==> src/rtl/pgf_ram.sv <==
`default_nettype none
module pgf_ram #(
    parameter int unsigned WIDTH = 16,
    parameter int unsigned DEPTH = 256
) (
    input  wire logic                     i_clk,
    input  wire logic                     i_we,
    input  wire logic [$clog2(DEPTH)-1:0] i_waddr,
    input  wire logic [WIDTH-1:0]         i_wdata,
    input  wire logic [$clog2(DEPTH)-1:0] i_raddr,
    output logic      [WIDTH-1:0]         o_rdata
);
    logic [WIDTH-1:0] r_mem [DEPTH];

    always_ff @(posedge i_clk) begin
        if (i_we) begin
            r_mem[i_waddr] <= i_wdata;
        end
        o_rdata <= r_mem[i_raddr];
    end
endmodule
`default_nettype wire

==> config.mk <==
export PLATFORM = sky130hd
export DESIGN_NAME = pgf_ram
export DESIGN_NICKNAME = d
export VERILOG_FILES = /design/src/rtl/pgf_ram.sv
export SDC_FILE = /design/constraint.sdc
export NUM_CORES = 2
export LEC_CHECK = 0
export BUFFER_PORTS_ARGS = -buffer_cell sky130_fd_sc_hd__buf_2
export CORE_MARGIN = 2
export CORE_UTILIZATION = 30
export CTS_CLUSTER_DIAMETER = 80
export DETAILED_ROUTE_END_ITERATION = 8
export SYNTH_ARGS = -nofsm -noshare
export SYNTH_HDL_FRONTEND = slang
export SYNTH_SLANG_ARGS = --single-unit
==> constraint.sdc <==
create_clock -name i_clk -period 4.1 [get_ports i_clk]
set_input_delay 1.025 -clock i_clk [delete_from_list [all_inputs] [get_ports i_clk]]
set_output_delay 1.025 -clock i_clk [all_outputs]
set_load 0.03 [all_outputs]
After elaboration in Yosys (flattened, before gate mapping)
Memory sizes are Yosys's and may differ from the RTL's. A register that Yosys moved wholly into a read port is not among the register bits. Cells that the tools add are included.

Register bits after elaboration: 0. Bits in writable memories: 4096. Output and inout port bits: 16. Logic and storage cells: 3. Memories: 1.

Mux-type cells: 2.

Memory list: r_mem (words 256, width 16, read ports 1, clocked after Yosys merged registers in 1, wr ports 1, line 13) `logic [WIDTH-1:0] r_mem [DEPTH];`.

Operators by type and width (number): 1-bit two-way mux (2).

Logic depth before layout (Yosys ltp)
Word-level depth: 2. Depth in mapped cells: 12.

Worst setup path after synthesis
No wires, ideal clock.

Kind: input port to flip-flop. From: in i_waddr[3]. To: mem r_mem[235][0] (enable). Arrival time: 2.802 ns. Path slack: 0.910 ns. Cell stages on the path: 6. Path buffers: 3. Path through: clkbuf_1 > nor2b_1 > clkbuf_1 > nand4_1 > clkbuf_1 > nor2_1.

RTL lines: start: declaration (line 8) `input wire logic [$clog2(DEPTH)-1:0] i_waddr,`; end: declaration (line 13).

No word-level cell before the write port.

==> metrics <==
status finished clean; Yosys reg bits slightly above 4000; CP Data Arrival Time about 4.5 ns; slowest stage cell on the critical path nor3_1; Vias ~80000; Max VDD drop roughly 0.00034 V; number of synthesized flops with an enable pin between 4000 and 5000; post-synthesis sequential area ratio 77.7%; fin crit share slightly below 90%; clock root buffer clkbuf_16; worst skew pair latency about 0.97 ns; DRT Wirelength around 430000 um; global-route wire length before repair slightly above 600000 um; CP peak stage delay about 0.54 ns; area leader, netlist edfxtp_1; Fillers 48200; number of H-tree levels 5; most common cell after layout, fill and taps aside edfxtp_1; DRC Markers 0; vias in the first global route between 70000 and 80000; Syn. warnings 0; DR WL/cell between 20 and 30 um; Min-Delay Path Depth 1; Worst path depth 12; Buffers & Inverters on Critical Path 6; Max Root-Sink Buffers 4; leakage between 50 and 60 nW; Placer Congestion around 0.86; Total Die Area about 530000 sq um; Hold Path Class in2reg; number of routed nets with antenna violations 0; Final Instance Area around 190000 sq um; final setup vio count 0; Mapped Area roughly 160000 sq um; distinct cell type count after synthesis 52; Slew headroom between 10% and 20%; DP HPWL around 270000 um; CP Class in2reg; Most used DFF post-synth edfxtp_1; synth top area cells edfxtp_1 (77%), mux4_2 (11%), mux2i_1 (3.6%); RSZ-0062 raised after global routing no; syn avg cell area 21.6 sq um; Fin. Hold Viols 0; FFs w/ async S/R, synth 0%; worst path cell trace buf_12 > buf_12 > buf_12 > buf_12 > buf_4 > mux2i_1 > o221ai_1 > o22ai_1 > nor3_1 > nor3_1 > nor4_1 > buf_4; initial DRC count around 10000; syn nets around 7400; Post-DP Area 172000 sq um; I/O Buffers a little under 50; worst hold margin around 0.45 ns; die height between 700 and 800 um; Max Transition Viols Final 0; layout cell share with drive strength beyond 1 ~28%; Initial Utilization between 30% and 40%; CP Max Fanout 20; most frequent cells in the layout edfxtp_1 (4096), mux4_2 (797), buf_4 (643), mux2i_1 (565), clkbuf_16 (400); clk slew on worst S/H paths around 0.060 ns; top cell type's share of synthesized area ~77%; clk sinks between 4000 and 5000; Top Family by Delay on Critical Path buffers and inverters; CTS Buf Count 399; NumNets Final 8140; WP data required 5.00 ns; min Tclk post-route about 3.6 ns; hold buffers post-CTS 0; actual slew at the worst max-slew pin approximately 1.2 ns; vias per cell 5.17; Area growth syn-to-layout 17.0%; Overflow after GRT 0; Die X 731 um; largest net degree at the start of global routing 112; CP Capture Type flop; # Post-CTS Setup Buffers 0; CTS resizes 0; Max Freq about 280 MHz; core area approximately 530000 sq um; TritonRoute pass-1 iters 6; Critical Path Source Type primary input; CP dominant cell by count buf_12; # rows 267; IO Count 50; PwrDens around 470 nW/um^2; synthesized instance count between 7000 and 8000; cell count of the worst reg-to-reg path 6; total track usage around 16%; final clock skew 0.0553 ns; Max Cap Viol 0; initial antenna violation count 34; CTS tree built
[metal layers]
| metal | part of all wire [%] | wire, um | track usage [%] | up-vias |
|---|---|---|---|---|
| met3 | 8.1 | 35000 | 2.88 | 626 |
| met5 | 0.082 | 355 | 0.225 | - |
| li1 | - | - | - | 32800 |
| met4 | 3.9 | 16700 | 5.63 | 26 |
| met2 | 48 | 207000 | 25.5 | 3619 |
| met1 | 40 | 175000 | 21.2 | 42900 |
[sequential cells by signal, indices dropped and copies added, names as in the netlist]
name	cells
o_rdata	16
r_mem	4096
[worst paths after layout]
path / start / to / slack, ns
setup / recovery: i_raddr[0] / o_rdata[12] / 0.50
hold reg to reg: r_mem[194][2] / o_rdata[2] / 1.02
hold / removal: i_wdata[14] / r_mem[124][14] / 0.45
setup reg to reg: r_mem[48][8] / o_rdata[8] / 1.06
[per-stage QoR]
step	setup WS [ns]	cells	setup TNS [ns]	total power, mW	util, %
3_3_place_gp	-0.622	14700	-2.62	52.0	32.7
5_1_grt	0.411	15400	0	90.4	35.2
6_report	0.497	15500	0	88.1	35.2
2_1_floorplan	0.910	7360	0	49.6	-
3_5_place_dp	-0.587	14700	-2.64	52.0	32.7
4_1_cts	0.430	15400	0	88.6	35.2
[final cells by class]
type	count	area (sq um)	area share, %
diodes	25	62.6	0.0337
clock buffers	466	10300	5.54
clock inverters	272	2920	1.57
inverters	4	27.5	0.0148
multi-input cells	2792	33000	17.7
flip-flops and latches	4112	123000	66.4
well taps	6994	8750	4.71
repair buffers	797	7390	3.98
[Yosys cell counts, types with 32 or more instances]
master,n
o221ai_1,252
mux2_2,88
buf_2,76
nor3_1,92
edfxtp_1,4096
mux4_2,797
a21oi_1,175
a22oi_1,43
mux2i_1,565
buf_6,77
o21ai_0,37
a22o_1,32
nor2_1,304
o22ai_1,148
clkbuf_1,230
nand3_1,35
nand2_1,38
[power breakdown]
part	internal, mW	switching [mW]	total, mW
clock	21.0	15.9	36.9
combinational	1.68	3.04	4.73
sequential	46.3	0.0985	46.4
total	69.0	19.0	88.1
[kinds of logic (layout without fill, tap and decap cells)]
group | count (synthesis) | in the layout | synth area share [%]
buf+inv | 456 | 1539 | 1.69
flops | 4112 | 4112 | 77.7
mux | 1450 | 1450 | 15.5
other cells | 0 | 25 | 0
simple gates | 556 | 556 | 1.57
compound gates | 786 | 786 | 3.54
(Power assumes the default switching activity.)
